==> config.mk <==
export PLATFORM = sky130hd
export DESIGN_NAME = rle_byte_encoder_flat
export DESIGN_NICKNAME = d
export VERILOG_FILES = /design/src/rtl/core/rbe_pkg.sv /design/src/rtl/core/rbe_in_if.sv /design/src/rtl/core/rbe_out_if.sv /design/src/rtl/core/rbe_datapath.sv /design/src/rtl/core/rbe_ctrl.sv /design/src/rtl/core/rle_byte_encoder.sv /design/src/flat_wrapper.sv
export VERILOG_INCLUDE_DIRS = /design/src /design/src/rtl/core
export SDC_FILE = /design/constraint.sdc
export NUM_CORES = 2
export LEC_CHECK = 0
export ABC_AREA = 1
export CAP_MARGIN = 20
export CELL_PAD_IN_SITES_DETAIL_PLACEMENT = 1
export CELL_PAD_IN_SITES_GLOBAL_PLACEMENT = 2
export CORE_MARGIN = 1.5
export CORE_UTILIZATION = 48
export CTS_CLUSTER_DIAMETER = 100
export CTS_CLUSTER_SIZE = 16
export DETAILED_ROUTE_END_ITERATION = 12
export DONT_BUFFER_PORTS = 1
export PLACE_DENSITY = 0.86
export SYNTH_ARGS = -nofsm -noshare
export SYNTH_HDL_FRONTEND = slang
export SYNTH_SLANG_ARGS = --single-unit
==> constraint.sdc <==
create_clock -name clk -period 10.8 [get_ports clk]
set_input_delay 0 -clock clk [delete_from_list [all_inputs] [get_ports clk]]
set_output_delay 0 -clock clk [all_outputs]
set_load 0.02 [all_outputs]
==> src/rtl/core/rle_byte_encoder_assert.svh <==
// assertion macros for the run-length byte encoder
`ifndef RLE_BYTE_ENCODER_ASSERT_SVH
`define RLE_BYTE_ENCODER_ASSERT_SVH

// same-cycle implication, checked at every rising edge outside reset
`define RBE_ASSERT_NOW(name, clock, reset, ante, cons, msg) \
  name: assert property (@(posedge clock) disable iff (reset) (ante) |-> (cons)) \
    else $error(msg);

// next-cycle implication
`define RBE_ASSERT_NEXT(name, clock, reset, ante, cons, msg) \
  name: assert property (@(posedge clock) disable iff (reset) (ante) |=> (cons)) \
    else $error(msg);

`endif

==> src/rtl/core/rbe_pkg.sv <==
// shared types and constants of the run-length byte encoder
package rbe_pkg;

  localparam int BYTE_W  = 8;
  localparam int WORD_W  = 64;
  localparam int COUNT_W = 4;

  // longest run header, a run of 128 equal bytes
  localparam logic [BYTE_W-1:0] RUN_MAX = 8'd127;

  typedef logic [BYTE_W-1:0] byte_t;

  typedef enum logic [2:0] {
    OP_IDLE,
    OP_ACCEPT,
    OP_CLASSIFY,
    OP_PAIR_HDR,
    OP_PAIR_VAL,
    OP_FLUSH_HDR,
    OP_FLUSH_DATA,
    OP_FINISH
  } op_t;

  typedef struct packed {
    op_t  op;
    logic sel_end;
    logic in_flush;
  } cmd_t;

  typedef struct packed {
    logic held_valid;
    logic eos;
    logic flush_first;
    logic pair_emit;
    logic flush_any;
    logic flush_last;
    logic can_push;
    logic fin_ok;
    logic pend_full;
    logic run_zero;
  } sts_t;

endpackage

==> src/rtl/core/rbe_in_if.sv <==
// raw byte channel: valid, ready and one input byte with its end flag
interface rbe_in_if;
  logic                       valid;
  logic                       ready;
  logic [rbe_pkg::BYTE_W-1:0] data_byte;
  logic                       end_of_stream;

  modport source (output valid, data_byte, end_of_stream, input ready);
  modport sink (input valid, data_byte, end_of_stream, output ready);
endinterface

==> src/rtl/core/rbe_out_if.sv <==
// encoded channel: valid, ready and one packed word of up to eight bytes
interface rbe_out_if;
  logic                        valid;
  logic                        ready;
  logic [rbe_pkg::WORD_W-1:0]  packed_bytes;
  logic [rbe_pkg::COUNT_W-1:0] byte_count;
  logic                        last_of_step;
  logic                        stream_done;

  modport source (output valid, packed_bytes, byte_count, last_of_step, stream_done,
                  input ready);
  modport sink (input valid, packed_bytes, byte_count, last_of_step, stream_done,
                output ready);
endinterface

==> src/rtl/core/rbe_datapath.sv <==
// encoder datapath: byte state, literal store, word packer and output register
module rbe_datapath #(
  parameter int LITERAL_DEPTH = 128,
  parameter int OUT_BYTES     = 8
) (
  input  logic                        clk,
  input  logic                        rst,
  input  rbe_pkg::cmd_t               cmd,
  output rbe_pkg::sts_t               sts,
  input  rbe_pkg::byte_t              in_byte,
  input  logic                        in_end,
  output logic                        out_valid,
  input  logic                        out_ready,
  output logic [rbe_pkg::WORD_W-1:0]  out_word,
  output logic [rbe_pkg::COUNT_W-1:0] out_count,
  output logic                        out_last,
  output logic                        out_done
);

  localparam int IW = $clog2(LITERAL_DEPTH);
  localparam int CW = $clog2(OUT_BYTES + 1);

  rbe_pkg::byte_t d_byte;
  logic           d_end;
  rbe_pkg::byte_t held_byte;
  logic           held_valid;
  rbe_pkg::byte_t prev_byte;
  logic           prev_valid;
  rbe_pkg::byte_t run_count;
  rbe_pkg::byte_t run_next;
  rbe_pkg::byte_t pair_hdr;
  rbe_pkg::byte_t pair_val;

  rbe_pkg::byte_t store [LITERAL_DEPTH];
  rbe_pkg::byte_t rd_data;
  logic [IW-1:0]  idx;
  logic [IW-1:0]  rd_addr;

  logic [OUT_BYTES-1:0][rbe_pkg::BYTE_W-1:0] acc;
  logic [OUT_BYTES-1:0][rbe_pkg::BYTE_W-1:0] acc_new;
  logic [CW-1:0]                             acc_cnt;
  logic [rbe_pkg::WORD_W-1:0]                pend_word;
  logic [rbe_pkg::COUNT_W-1:0]               pend_cnt;
  logic                                      pend_full;

  rbe_pkg::byte_t cur;
  rbe_pkg::byte_t lit_n;
  rbe_pkg::byte_t push_byte;
  rbe_pkg::byte_t hdr;
  logic           eq;
  logic           len_neg;
  logic           len_zero;
  logic           len_pos;
  logic           store_full;
  logic           single;
  logic           push;
  logic           push_end;
  logic           complete;
  logic           flush_last;
  logic           out_free;
  logic           load_out;
  logic           finish;

  // classification of the current byte
  always_comb begin
    cur        = cmd.sel_end ? d_byte : held_byte;
    eq         = !cmd.sel_end && (held_byte == d_byte);
    len_neg    = run_count[rbe_pkg::BYTE_W-1];
    len_zero   = (run_count == '0);
    len_pos    = !len_neg && !len_zero;
    lit_n      = 8'(8'd0 - run_count);
    store_full = len_neg && (lit_n >= 8'(LITERAL_DEPTH));
    single     = !eq && len_zero && prev_valid && (prev_byte == cur);
    if (eq) begin
      hdr = rbe_pkg::RUN_MAX;
    end else if (len_pos) begin
      hdr = run_count;
    end else begin
      hdr = '0;
    end
    if (eq) begin
      run_next = (run_count == rbe_pkg::RUN_MAX) ? '0 : run_count + 8'd1;
    end else if (len_pos || single) begin
      run_next = '0;
    end else begin
      run_next = run_count - 8'd1;
    end
    flush_last = (8'(idx) == lit_n - 8'd1);
  end

  // byte into the packer
  always_comb begin
    push      = 1'b1;
    push_byte = '0;
    push_end  = 1'b0;
    case (cmd.op)
      rbe_pkg::OP_PAIR_HDR:   push_byte = pair_hdr;
      rbe_pkg::OP_PAIR_VAL: begin
        push_byte = pair_val;
        push_end  = 1'b1;
      end
      rbe_pkg::OP_FLUSH_HDR:  push_byte = run_count;
      rbe_pkg::OP_FLUSH_DATA: begin
        push_byte = rd_data;
        push_end  = flush_last;
      end
      default:                push = 1'b0;
    endcase
    for (int i = 0; i < OUT_BYTES; i++) begin
      if (acc_cnt == CW'(i)) begin
        acc_new[i] = push_byte;
      end else if (acc_cnt > CW'(i)) begin
        acc_new[i] = acc[i];
      end else begin
        acc_new[i] = '0;
      end
    end
    complete = push && (push_end || (acc_cnt == CW'(OUT_BYTES - 1)));
    finish   = (cmd.op == rbe_pkg::OP_FINISH);
    out_free = !out_valid || out_ready;
    load_out = pend_full && (complete || finish);
    if (!cmd.in_flush) begin
      rd_addr = '0;
    end else if (cmd.op == rbe_pkg::OP_FLUSH_DATA) begin
      rd_addr = idx + IW'(1);
    end else begin
      rd_addr = idx;
    end
  end

  always_comb begin
    sts.held_valid  = held_valid;
    sts.eos         = d_end;
    sts.flush_first = (eq && len_neg) || (!eq && store_full);
    sts.pair_emit   = (!eq && len_pos) || single || (eq && run_count == rbe_pkg::RUN_MAX);
    sts.flush_any   = len_neg;
    sts.flush_last  = flush_last;
    sts.can_push    = !pend_full || out_free;
    sts.fin_ok      = !pend_full || out_free;
    sts.pend_full   = pend_full;
    sts.run_zero    = len_zero;
  end

  // control state
  always_ff @(posedge clk) begin
    if (rst) begin
      held_valid <= 1'b0;
      prev_valid <= 1'b0;
      run_count  <= '0;
      acc_cnt    <= '0;
      pend_full  <= 1'b0;
      out_valid  <= 1'b0;
    end else begin
      case (cmd.op)
        rbe_pkg::OP_CLASSIFY: begin
          prev_valid <= 1'b1;
          run_count  <= run_next;
        end
        rbe_pkg::OP_FLUSH_DATA: begin
          if (flush_last) begin
            run_count <= '0;
          end
        end
        rbe_pkg::OP_FINISH: begin
          if (d_end) begin
            held_valid <= 1'b0;
            prev_valid <= 1'b0;
            run_count  <= '0;
          end else begin
            held_valid <= 1'b1;
          end
        end
        default: ;
      endcase
      if (push) begin
        acc_cnt <= complete ? '0 : acc_cnt + CW'(1);
      end
      if (complete) begin
        pend_full <= 1'b1;
      end else if (finish) begin
        pend_full <= 1'b0;
      end
      if (load_out) begin
        out_valid <= 1'b1;
      end else if (out_ready) begin
        out_valid <= 1'b0;
      end
    end
  end

  // payload
  always_ff @(posedge clk) begin
    case (cmd.op)
      rbe_pkg::OP_ACCEPT: begin
        d_byte <= in_byte;
        d_end  <= in_end;
      end
      rbe_pkg::OP_CLASSIFY: begin
        prev_byte <= cur;
        pair_hdr  <= hdr;
        pair_val  <= cur;
        if (!eq && !len_pos) begin
          store[lit_n[IW-1:0]] <= cur;
        end
      end
      rbe_pkg::OP_FINISH: held_byte <= d_byte;
      default: ;
    endcase
    rd_data <= store[rd_addr];
    idx     <= rd_addr;
    if (push) begin
      acc <= acc_new;
    end
    if (complete) begin
      pend_word <= rbe_pkg::WORD_W'(acc_new);
      pend_cnt  <= rbe_pkg::COUNT_W'(acc_cnt) + rbe_pkg::COUNT_W'(1);
    end
    if (load_out) begin
      out_word  <= pend_word;
      out_count <= pend_cnt;
      out_last  <= finish;
      out_done  <= finish && d_end;
    end
  end

endmodule

==> src/rtl/core/rbe_ctrl.sv <==
// encoder sequencer: walks each item through classification and emission steps
module rbe_ctrl (
  input  logic          clk,
  input  logic          rst,
  input  logic          raw_valid,
  input  rbe_pkg::sts_t sts,
  output rbe_pkg::cmd_t cmd,
  output logic          ready
);

  typedef enum logic [2:0] {S_IDLE, S_CLS, S_PHDR, S_PVAL, S_FHDR, S_FDATA, S_FIN} state_t;
  typedef enum logic [1:0] {PH_HELD, PH_LAST, PH_END} phase_t;

  state_t state;
  state_t state_next;
  state_t adv_state;
  phase_t phase;
  phase_t phase_next;
  phase_t adv_phase;

  // where to go once the current byte has been dealt with
  always_comb begin
    if (phase == PH_HELD) begin
      adv_state = sts.eos ? S_CLS : S_FIN;
      adv_phase = PH_LAST;
    end else begin
      adv_state = S_CLS;
      adv_phase = PH_END;
    end
  end

  always_comb begin
    state_next   = state;
    phase_next   = phase;
    cmd.op       = rbe_pkg::OP_IDLE;
    cmd.sel_end  = (phase != PH_HELD);
    cmd.in_flush = (state == S_FDATA);
    case (state)
      S_IDLE: begin
        if (raw_valid) begin
          cmd.op     = rbe_pkg::OP_ACCEPT;
          state_next = S_CLS;
          phase_next = PH_HELD;
        end
      end
      S_CLS: begin
        if (phase == PH_END) begin
          state_next = sts.flush_any ? S_FHDR : S_FIN;
        end else if (phase == PH_HELD && !sts.held_valid) begin
          state_next = adv_state;
          phase_next = adv_phase;
        end else if (sts.flush_first) begin
          state_next = S_FHDR;
        end else begin
          cmd.op = rbe_pkg::OP_CLASSIFY;
          if (sts.pair_emit) begin
            state_next = S_PHDR;
          end else begin
            state_next = adv_state;
            phase_next = adv_phase;
          end
        end
      end
      S_PHDR: begin
        if (sts.can_push) begin
          cmd.op     = rbe_pkg::OP_PAIR_HDR;
          state_next = S_PVAL;
        end
      end
      S_PVAL: begin
        if (sts.can_push) begin
          cmd.op     = rbe_pkg::OP_PAIR_VAL;
          state_next = adv_state;
          phase_next = adv_phase;
        end
      end
      S_FHDR: begin
        if (sts.can_push) begin
          cmd.op     = rbe_pkg::OP_FLUSH_HDR;
          state_next = S_FDATA;
        end
      end
      S_FDATA: begin
        if (sts.can_push) begin
          cmd.op = rbe_pkg::OP_FLUSH_DATA;
          if (sts.flush_last) begin
            state_next = S_CLS;
          end
        end
      end
      S_FIN: begin
        if (sts.fin_ok) begin
          cmd.op     = rbe_pkg::OP_FINISH;
          state_next = S_IDLE;
        end
      end
      default: state_next = S_IDLE;
    endcase
  end

  always_ff @(posedge clk) begin
    if (rst) begin
      state <= S_IDLE;
      phase <= PH_HELD;
    end else begin
      state <= state_next;
      phase <= phase_next;
    end
  end

  assign ready = (state == S_IDLE);

endmodule

==> src/rtl/core/rle_byte_encoder.sv <==
// top level of the run-length byte encoder
// Run-length encoder for a byte stream with one byte of lookahead. Each
// byte is held until its successor (or the end flag) arrives. A run of 2 to
// 128 equal bytes comes out as header k-1 and the byte; differing bytes
// collect in a literal store of LITERAL_DEPTH entries and come out as
// header -n and the n bytes; a lone byte left after a full 128-byte run
// comes out as header 0 and the byte. Each emission is packed into items
// of up to OUT_BYTES bytes, first byte in bits 7:0, unused bytes zero, and
// one item never mixes two emissions. last_of_step marks the final item
// caused by an input byte, stream_done the final item of the stream; a
// byte that only waits for its successor gives no item. One input item is
// handled at a time by a sequencer: a byte that just extends a run or
// joins the literal store passes accept, classify and finish; each pair
// emitted adds a header and a value step; each literal flush of n bytes
// adds the classify slot that spots it, the header, then one store read
// per cycle through the single read port while the output can take
// bytes; end of stream adds its own bookkeeping. A full literal flush
// thus holds input off until its last byte is read. Packed items pass
// through a pending word and an output register, so the downstream side
// may stall at any time; the sequencer just waits. The literal store is
// not cleared: only entries written since the last flush are ever read.
`include "rle_byte_encoder_assert.svh"

module rle_byte_encoder #(
  parameter int LITERAL_DEPTH = 128,
  parameter int OUT_BYTES     = 8
) (
  input logic       clk,
  input logic       rst,
  rbe_in_if.sink    raw_stream,
  rbe_out_if.source code_stream
);

  // command and status between sequencer and datapath
  rbe_pkg::cmd_t cmd;
  rbe_pkg::sts_t sts;

  // sequencer: owns the handshake on the raw side
  rbe_ctrl u_ctrl (
    .clk       (clk),
    .rst       (rst),
    .raw_valid (raw_stream.valid),
    .sts       (sts),
    .cmd       (cmd),
    .ready     (raw_stream.ready)
  );

  // datapath: byte state, literal store, packer and output register
  rbe_datapath #(
    .LITERAL_DEPTH (LITERAL_DEPTH),
    .OUT_BYTES     (OUT_BYTES)
  ) u_datapath (
    .clk       (clk),
    .rst       (rst),
    .cmd       (cmd),
    .sts       (sts),
    .in_byte   (raw_stream.data_byte),
    .in_end    (raw_stream.end_of_stream),
    .out_valid (code_stream.valid),
    .out_ready (code_stream.ready),
    .out_word  (code_stream.packed_bytes),
    .out_count (code_stream.byte_count),
    .out_last  (code_stream.last_of_step),
    .out_done  (code_stream.stream_done)
  );

  // nothing of the previous item may linger in the pending word when idle
  `RBE_ASSERT_NOW(a_idle_pend_empty, clk, rst, raw_stream.ready, !sts.pend_full, "pending word left at idle")

  // a fresh stream starts with no run or literals counted
  `RBE_ASSERT_NOW(a_fresh_run_zero, clk, rst, raw_stream.ready && !sts.held_valid, sts.run_zero, "run count not clear at stream start")

  // closing an item that ends the stream drops the held byte
  `RBE_ASSERT_NEXT(a_end_drops_held, clk, rst, cmd.op == rbe_pkg::OP_FINISH && sts.eos, !sts.held_valid, "held byte kept after end of stream")

endmodule

==> src/flat_wrapper.sv <==
// flat-port wrapper written by rule: the top's interface ports become plain ports
module rle_byte_encoder_flat 
#(
  parameter int LITERAL_DEPTH = 128,
  parameter int OUT_BYTES     = 8
)
  (clk, rst, raw_stream_valid, raw_stream_data_byte, raw_stream_end_of_stream, raw_stream_ready, code_stream_valid, code_stream_packed_bytes, code_stream_byte_count, code_stream_last_of_step, code_stream_stream_done, code_stream_ready);
  rbe_in_if raw_stream_i ();
  rbe_out_if code_stream_i ();
  input logic clk;
  input logic rst;
  input wire logic [$bits(raw_stream_i.valid)-1:0] raw_stream_valid;
  input wire logic [$bits(raw_stream_i.data_byte)-1:0] raw_stream_data_byte;
  input wire logic [$bits(raw_stream_i.end_of_stream)-1:0] raw_stream_end_of_stream;
  output wire logic [$bits(raw_stream_i.ready)-1:0] raw_stream_ready;
  output wire logic [$bits(code_stream_i.valid)-1:0] code_stream_valid;
  output wire logic [$bits(code_stream_i.packed_bytes)-1:0] code_stream_packed_bytes;
  output wire logic [$bits(code_stream_i.byte_count)-1:0] code_stream_byte_count;
  output wire logic [$bits(code_stream_i.last_of_step)-1:0] code_stream_last_of_step;
  output wire logic [$bits(code_stream_i.stream_done)-1:0] code_stream_stream_done;
  input wire logic [$bits(code_stream_i.ready)-1:0] code_stream_ready;
  assign raw_stream_i.valid = raw_stream_valid;
  assign raw_stream_i.data_byte = raw_stream_data_byte;
  assign raw_stream_i.end_of_stream = raw_stream_end_of_stream;
  assign raw_stream_ready = raw_stream_i.ready;
  assign code_stream_valid = code_stream_i.valid;
  assign code_stream_packed_bytes = code_stream_i.packed_bytes;
  assign code_stream_byte_count = code_stream_i.byte_count;
  assign code_stream_last_of_step = code_stream_i.last_of_step;
  assign code_stream_stream_done = code_stream_i.stream_done;
  assign code_stream_i.ready = code_stream_ready;
  rle_byte_encoder #(.LITERAL_DEPTH(LITERAL_DEPTH), .OUT_BYTES(OUT_BYTES)) u_core (.clk(clk), .rst(rst), .raw_stream(raw_stream_i), .code_stream(code_stream_i));
endmodule
==> Word level (Yosys, flattened, before mapping) <==
Memory sizes are Yosys's and may differ from the RTL's. A register that Yosys moved wholly into a read port is not among the register bits.
Index checks and enable logic that the tools add are counted.
W data, S select, Z words.
{ "totals": {"output_inout_bits": 72, "wordCells": 203, "inputBits": 13, "mem_bits_rw": 1024, "regBits": 263, "romBits": 0, "latch_bits": 0, "n_memories": 1} }
{ "memory_table": {"columns": ["memory", "words", "word_bits", "rd", "rd_clocked_by_memory_dff", "write_ports", "line_no", "source"], "rows": [
  ["u_core.u_datapath.store", 128, 8, 1, 1, 1, "rbe_datapath.sv:34", "rbe_pkg::byte_t store [LITERAL_DEPTH];"]
]} }
{ "classes": {"n_addsub": 6, "n_mux": 73, "div": 0, "shift": 0, "eq_ne": 37, "n_reduce_logical": 47, "n_bitwise": 1, "multipliers": 0, "n_lt_le_gt_ge": 9} }
{ "ops": {"columns": ["op", "count"], "rows": [
  ["$mux W8", 22],
  ["$mux W3", 17],
  ["$pmux W3 S7", 2],
  ["$pmux W8 S4", 1],
  ["$mux W2", 12],
  ["$pmux W8 S3", 1],
  ["$eq A3 B3 Y1 const B", 7],
  ["$mux W7", 3],
  ["$eq A4 B3 Y1 const B", 4],
  ["$eq A8 B8 Y1", 2],
  ["$gt A4 B3 Y1 const B", 4],
  ["$sub A8 B1 Y8 const B", 2],
  ["$logic_and A1 B1 Y1", 15],
  ["$eq A3 B2 Y1 const B", 4],
  ["$ne A2 B1 Y1 const B", 6],
  ["$mux W1", 11],
  ["$add A8 B1 Y8 const B", 1],
  ["$eq A4 B2 Y1 const B", 2],
  ["$eq A7 B8 Y1", 1],
  ["$eq A8 B7 Y1 const B", 1],
  ["$ge A8 B8 Y1 const B", 1],
  ["$gt A4 B1 Y1 const B", 2],
  ["$gt A4 B2 Y1 const B", 2],
  ["$logic_not A1 Y1", 8],
  ["25 further kinds", 42]
]} }

==> Depth between registers and ports, before layout <==
{ "logic_depth": {"depth_word": 17, "mapped_depth": 21, "depth_no_buf": 19} }

==> Cells and area by module <==
From an unflattened synthesis, not the netlist that was laid out.
{ "hier_totals": {"hier_cells": 4407, "area_unflattened_um2": 53129.7} }
{ "by_module_without_submodules": {"columns": ["mod", "area_per_inst_um2", "n_inst", "seq_area_each_um2", "cells_per_inst"], "rows": [
  ["rbe_datapath", 52589.2, 1, 38426.9, 4306],
  ["rbe_ctrl", 540.5, 1, 100.1, 101]
]} }

==> Worst setup path before layout <==
Ideal clock, no wire load.
{ "synth_timing": {"kind": "register to register", "start": "register u_core.u_ctrl.phase[0]", "end": "register u_core.u_ctrl.phase[0]", "required_ps": 10672, "path_slack_ps": 3866, "path_stages_with_launch": 15, "n_path_buf": 1, "setup_time_ps": 128, "period_less_slack_ps": 6934, "t_arrival_ps": 6806, "path_cell_list": "dfxtp_1 > nor2_1 > buf_2 > o21ai_0 > nand2_1 > nand3_1 > nor2_1 > nand3_1 > nand2_1 > nand2_1 > nand2_1 > a21oi_1 > o21ai_0 > o21ai_0 > nor2_1"} }
{ "synth_via": {"word_cells_on_any_way": 30, "classes_between": "5 x eq/ne; 8 x mux; 17 x reduce/logical"} }
{ "synth_rtl": {"columns": ["item", "line_no", "source"], "rows": [
  ["start: declaration", "rbe_ctrl.sv:17", "phase_t phase;"],
  ["start signal: assignment", "rbe_ctrl.sv:107", "phase <= phase_next;"],
  ["$reduce_bool A2 Y1", "rbe_ctrl.sv:36", "cmd.sel_end = (phase != PH_HELD);"],
  ["$mux W8", "rbe_datapath.sv:66", "cur = cmd.sel_end ? d_byte : held_byte;"],
  ["named net u_core.u_datapath.cur[1]", "rbe_datapath.sv:46", "rbe_pkg::byte_t cur;"],
  ["$eq A8 B8 Y1", "rbe_datapath.sv:73", "single = !eq && len_zero && prev_valid && (prev_byte == cur);"],
  ["$logic_and A1 B1 Y1", "rbe_datapath.sv:73", null],
  ["$logic_or A1 B1 Y1 (2 in series)", "rbe_datapath.sv:135", "sts.pair_emit = (!eq && len_pos) || single || (eq && run_count == rbe_pkg::RUN_MAX);"],
  ["$ne A3 B3 Y1 (no source line)", null, null],
  ["$reduce_and A6 Y1 (no source line)", null, null]
]} }
The timed path passes the listed nets, and every way through them passes these cells. The select of a mux whose other input is x is not followed.
A chain may end at the register's enable or synchronous reset.

==> Worst setup path in the final report <==
{ "layout_timing": {"start": "register u_core.u_datapath.run_count[0]", "end": "memory u_core.u_datapath.store[54][1] (netlist bit), enable pin"} }
{ "layout_via": {"elab_chain_cells": 12, "word_cells_on_any_way": 18, "classes_between": "1 x add/sub; 1 x order compare; 1 x eq/ne; 7 x mux; 8 x reduce/logical"} }
{ "layout_lines": {"columns": ["item", "line_no", "source"], "rows": [
  ["start: declaration", "rbe_datapath.sv:29", "rbe_pkg::byte_t run_count;"],
  ["start signal: assignment", "rbe_datapath.sv:157", "run_count <= run_next;"],
  ["$sub A1 B8 Y8", "rbe_datapath.sv:71", "lit_n = 8'(8'd0 - run_count);"],
  ["$ge A8 B8 Y1", "rbe_datapath.sv:72", "store_full = len_neg && (lit_n >= 8'(LITERAL_DEPTH));"],
  ["$logic_and A1 B1 Y1", "rbe_datapath.sv:72", null],
  ["$logic_and A1 B1 Y1", "rbe_datapath.sv:134", "sts.flush_first = (eq && len_neg) || (!eq && store_full);"],
  ["$logic_or A1 B1 Y1", "rbe_datapath.sv:134", null],
  ["$mux W2", "rbe_ctrl.sv:52", "end else if (sts.flush_first) begin"],
  ["$mux W2", "rbe_ctrl.sv:49", "end else if (phase == PH_HELD && !sts.held_valid) begin"],
  ["$mux W2", "rbe_ctrl.sv:47", "if (phase == PH_END) begin"],
  ["$pmux W3 S7", "rbe_ctrl.sv:38", "case (state)"],
  ["$eq A3 B2 Y1", "rbe_datapath.sv:193", "case (cmd.op)"],
  ["$mux W1", "rbe_datapath.sv:193", null],
  ["$mux W1 (implied by the code)", "rbe_datapath.sv:203", "store[lit_n[IW-1:0]] <= cur;"],
  ["end: declaration", "rbe_datapath.sv:34", null]
]} }
Parallel ways exist; a longest one is shown, timed or not.

==> Implementation_results.wiki <==
{| class="wikitable"
! Metric !! Value
|-
| Portion of synthesized cell area occupied by the leading cell type || 70.8%
|-
| Area growth from synthesis to final layout || 7.65%
|-
| WP buf/inv || 2
|-
| Slowest cell on the critical path || nand4_1
|-
| Number of clock buffers inserted by TritonCTS || 91
|-
| Synthesized netlist net count || 4348
|-
| Period Utilization, post-route || 48.8%
|-
| Post-DRT Antenna Nets || 0
|-
| Seq/Total Area, Yosys || 72.2%
|-
| Final Cell Area || 57400 sq um
|-
| Total of buffers placed on input and output ports || 0
|-
| Worst Path Class, Setup || flip-flop to flip-flop
|-
| Largest net degree at the start of global routing || 222
|-
| Global routing met2 resource utilization || 42.3%
|-
| Boundary pin count || 85
|-
| Power density of the placed cells || 215 nW/um^2
|-
| Mapped cell area || 53400 sq um
|-
| Number of cells traversed by the worst hold path || 4
|-
| Pre-CTS setup slack || 5.62 ns
|-
| Cell types with the largest area share after synthesis || edfxtp_1, o211ai_1, nand2_1
|-
| Later-pin clock latency in the skew report || 0.71 ns
|-
| Y dimension of the die || 336 um
|-
| Vias in the first global route || 34000
|-
| Startpoint of the tightest hold check path || code_stream_ready
|-
| Endpoint of the worst hold path || u_core.u_datapath.out_valid
|-
| Drt first-iter violations || 3168
|-
| Worst flop-to-flop path endpoint || u_core.u_datapath.store[54][1]
|-
| Finish-stage setup viols || 0
|-
| Gpl congestion || 0.822
|-
| Average detailed-routed wire length per instance || 25.1 um
|-
| Reg-to-reg setup timing slack || 5.53 ns
|-
| Effective utilization at floorplan || 48.3%
|-
| Die extent in x || 336 um
|-
| Result of the run || finished, final reports clean
|-
| Post-Route Skew || 0.0470 ns
|-
| Data required time at the worst endpoint || 11.14 ns
|-
| Initial antenna violation count || 1
|-
| Number of cells produced by synthesis || 4328
|-
| Residual DRC count || 0
|-
| Grt peak-use layer || met2
|-
| Min-delay worst type || primary input to flip-flop
|-
| Number of standard-cell rows in the floorplan || 122
|-
| Number of synthesized register bits || 1295
|-
| Global-route congestion overflow total || 0
|-
| First-pass detailed-route iteration total || 5
|-
| Core region area || 111000 sq um
|-
| Fin Setup TNS || 0 ns
|-
| Global-route met3 utilization || 3.51%
|-
| CTS tree || done
|-
| Global-route wire length before repair || 217 mm
|-
| Delay-heaviest family, CP || simple AND/OR/NAND/NOR gates
|-
| Pin slew with the least headroom to its limit || 1.12 ns
|-
| Clk root buf || clkbuf_16
|-
| Clock transition at the registers of the reported paths || 0.08 ns
|-
| Worst slew margin relative to its limit || 25.2%
|-
| Count of yosys warnings during synthesis || 0
|-
| Maximum root-to-sink buffer count || 3
|-
| Total half-perimeter wirelength after legalization and detailed placement || 86.1 mm
|-
| Area post-placement || 54600 sq um
|-
| Final min period || 5.27 ns
|-
| Type of origin of the critical path || flip-flop
|-
| Aggregate global-route resource usage || 25.6%
|-
| Final layout net count || 4279
|-
| Die area || 113000 sq um
|-
| Final worst-path setup slack || 5.53 ns
|-
| Crit path largest cell delay || 1.10 ns
|-
| Total setup buffers inserted after CTS || 0
|-
| Layout fillers || 11200
|-
| Mean post-synth cell area || 12.3 sq um
|-
| Maximum capacitance violations || 0
|-
| Worst path cell trace || inv_2, ha_1, nand3_1, o21ai_1, nand2_1, nor2_1, nand4_1, buf_4, nor2_1
|-
| CTS HTree Levels || 3
|-
| Number of vias in the routed layout || 33700
|-
| Maximum frequency from static timing analysis || 190 MHz
|-
| Area used by sequential logic in the layout || 38500 sq um
|-
| Kind of end point of the critical path || flip-flop
|-
| Launch point of the worst reg-to-reg path || u_core.u_datapath.run_count[0]
|-
| Area occupied by multi-input gates || 11800 sq um
|-
| RSZ-0062 raised after global routing || false
|-
| Number of failing hold endpoints at the final stage || 0
|-
| Most common cell on crit path || nor2_1
|-
| Worst path arrival time || 5.60 ns
|-
| Maximum fanout encountered on the critical timing path || 20
|-
| Reported leakage power || 0.0205 uW
|-
| Final wirelength || 145 mm
|-
| IR drop worst, VDD || 0.000160 V
|-
| Largest area contributor in the netlist || edfxtp_1
|-
| Met1 routing resource usage after global routing || 35.6%
|-
| Number of different library cells in the post-synthesis netlist || 41
|-
| R2r worst-path depth || 9
|-
| TritonCTS Sinks || 1295
|-
| Total count of max-transition violations in the final report || 0
|-
| Share of final-layout standard cells stronger than drive strength 1 || 5.12%
|-
| Via count normalized by instance count || 5.82
|}
per-layer routing:
layer | vias up | share of wire [%]
li1 | 15300 | -
met2 | 985 | 49
met5 | - | 0.0069
met3 | 201 | 5.5
met1 | 17200 | 43
met4 | 2 | 2.6
through the flow:
stage	std cells	utilization (%)	hold WS (ns)	power [uW]
global route	5782	52.0	0.0625	12800
floorplan	4328	-	0.0691	8070
CTS	5778	51.9	0.0294	12400
detailed placement	5629	49.4	0.0769	9190
finish	5783	52.0	0.0643	12400
global placement	5628	49.4	0.0751	9130
cell families (layout without fill, tap and decap cells):
family | after synthesis | in the layout | share of synthesized area (%)
and+or+nand+nor | 1503 | 1503 | 12.0
DFF | 1295 | 1295 | 72.2
buffers and inverters | 759 | 725 | 5.89
AOI/OAI and AO/OA | 754 | 754 | 9.56
xor gates and xnor gates | 9 | 9 | 0.148
adders and majority gates | 7 | 7 | 0.164
other | 1 | 2 | 0.00703
final cells by class:
class                           instances  share of cell area, %
Inverter                              510                   3.34
Clock buffer                          119                   4.15
Timing Repair Buffer                   87                   1.32
Sequential cell                      1295                   67.1
Multi-Input combinational cell       2274                   20.6
Antenna cell                            1                0.00436
Tap cell                             1488                   3.24
Clock inverter                          9                  0.318
power by group:
part           internal, uW  total (uW)  switching (uW)
Clock                  1560        3250            1690
Sequential             6320        6440             120
Combinational           446        2670            2220
Total                  8320       12400            4030
registers in the layout, indices dropped and copies added (netlist names), 2 cells and up:
| signal | flops |
|---|---|
| u_core.u_datapath.store | 1024 |
| u_core.u_datapath.acc | 64 |
| u_core.u_datapath.out_word | 64 |
| u_core.u_datapath.pend_word | 64 |
| u_core.u_datapath.d_byte | 8 |
| u_core.u_datapath.held_byte | 8 |
| u_core.u_datapath.pair_hdr | 8 |
| u_core.u_datapath.pair_val | 8 |
| u_core.u_datapath.rd_data | 8 |
| u_core.u_datapath.run_count | 8 |
| u_core.u_datapath.idx | 7 |
| u_core.u_datapath.acc_cnt | 4 |
| u_core.u_datapath.out_count | 4 |
| u_core.u_datapath.pend_cnt | 4 |
| u_core.u_ctrl.state | 3 |
| u_core.u_ctrl.phase | 2 |
worst max-delay path by stage:
stage / from / endpoint / cells past startpoint
after floorplan: u_core.u_ctrl.phase[0] / u_core.u_ctrl.phase[0] / 14
after global placement: u_core.u_datapath.run_count[0] / u_core.u_datapath.store[8][4] / 8
after detailed placement: u_core.u_datapath.run_count[0] / u_core.u_datapath.store[54][0] / 9
after CTS: u_core.u_datapath.run_count[0] / u_core.u_datapath.store[54][7] / 9
after global routing: u_core.u_datapath.run_count[0] / u_core.u_datapath.store[54][1] / 9
final: u_core.u_datapath.run_count[0] / u_core.u_datapath.store[54][1] / 9
cell usage after synthesis:
cell / n
edfxtp_1: 1259
nand2_1: 697
o211ai_1: 505
inv_1: 499
nand3_1: 457
nor2_1: 287
o21ai_0: 188
buf_2: 166
clkbuf_1: 55
dfxtp_1: 36
a21oi_1: 23
nor3_1: 20
o21ai_1: 14
buf_1: 13
o22ai_1: 10
a221oi_1: 8
buf_6: 8
inv_2: 8
nand2_2: 8
nand4_1: 8
buf_4: 7
ha_1: 7
nor2_2: 7
xnor2_1: 5
nand3b_1: 4
nand4_2: 4
xor2_1: 4
clkinv_1: 3
nor4_1: 3
nand2_4: 2
nand3_2: 2
nor2_4: 2
a211oi_1: 1
a211oi_2: 1
a22oi_1: 1
conb_1: 1
nor2_8: 1
nor3_4: 1
o21a_1: 1
o311ai_0: 1
o31ai_1: 1
cells in the final DEF, fill, tap and decap left out, drive strengths merged, types with 2 or more instances in the layout:
cell type    synthesis  final
a221oi               8      8
edfxtp            1259   1259
a21oi               23     23
o211ai             505    505
xnor2                5      5
dfxtp               36     36
nand3              459    459
a211oi               2      2
nor3                21     21
o22ai               10     10
dlygate4sd3          0     21
nand4               12     12
o21ai              202    202
nand3b               4      4
inv                507    506
nor4                 3      3
clkinv               3     13
xor2                 4      4
buf                194     65
nor2               297    297
ha                   7      7
clkbuf              55    120
nand2              707    707
worst reg2reg max path, cell delays in order, from the launching register on:
cell     delay (ns)
dfxtp_1        0.41
inv_2          0.35
ha_1           0.35
nand3_1        0.17
o21ai_1        0.39
nand2_1        0.17
nor2_1         0.78
nand4_1        1.10
buf_4          0.58
nor2_1         0.60
timing repair:
action | CTS | global route
gates resized for setup | 0 | 0
hold buffers | 21 | 0
endpoints found under the hold margin | 39 | 0
Note: power is estimated with default switching activity, not from simulation.
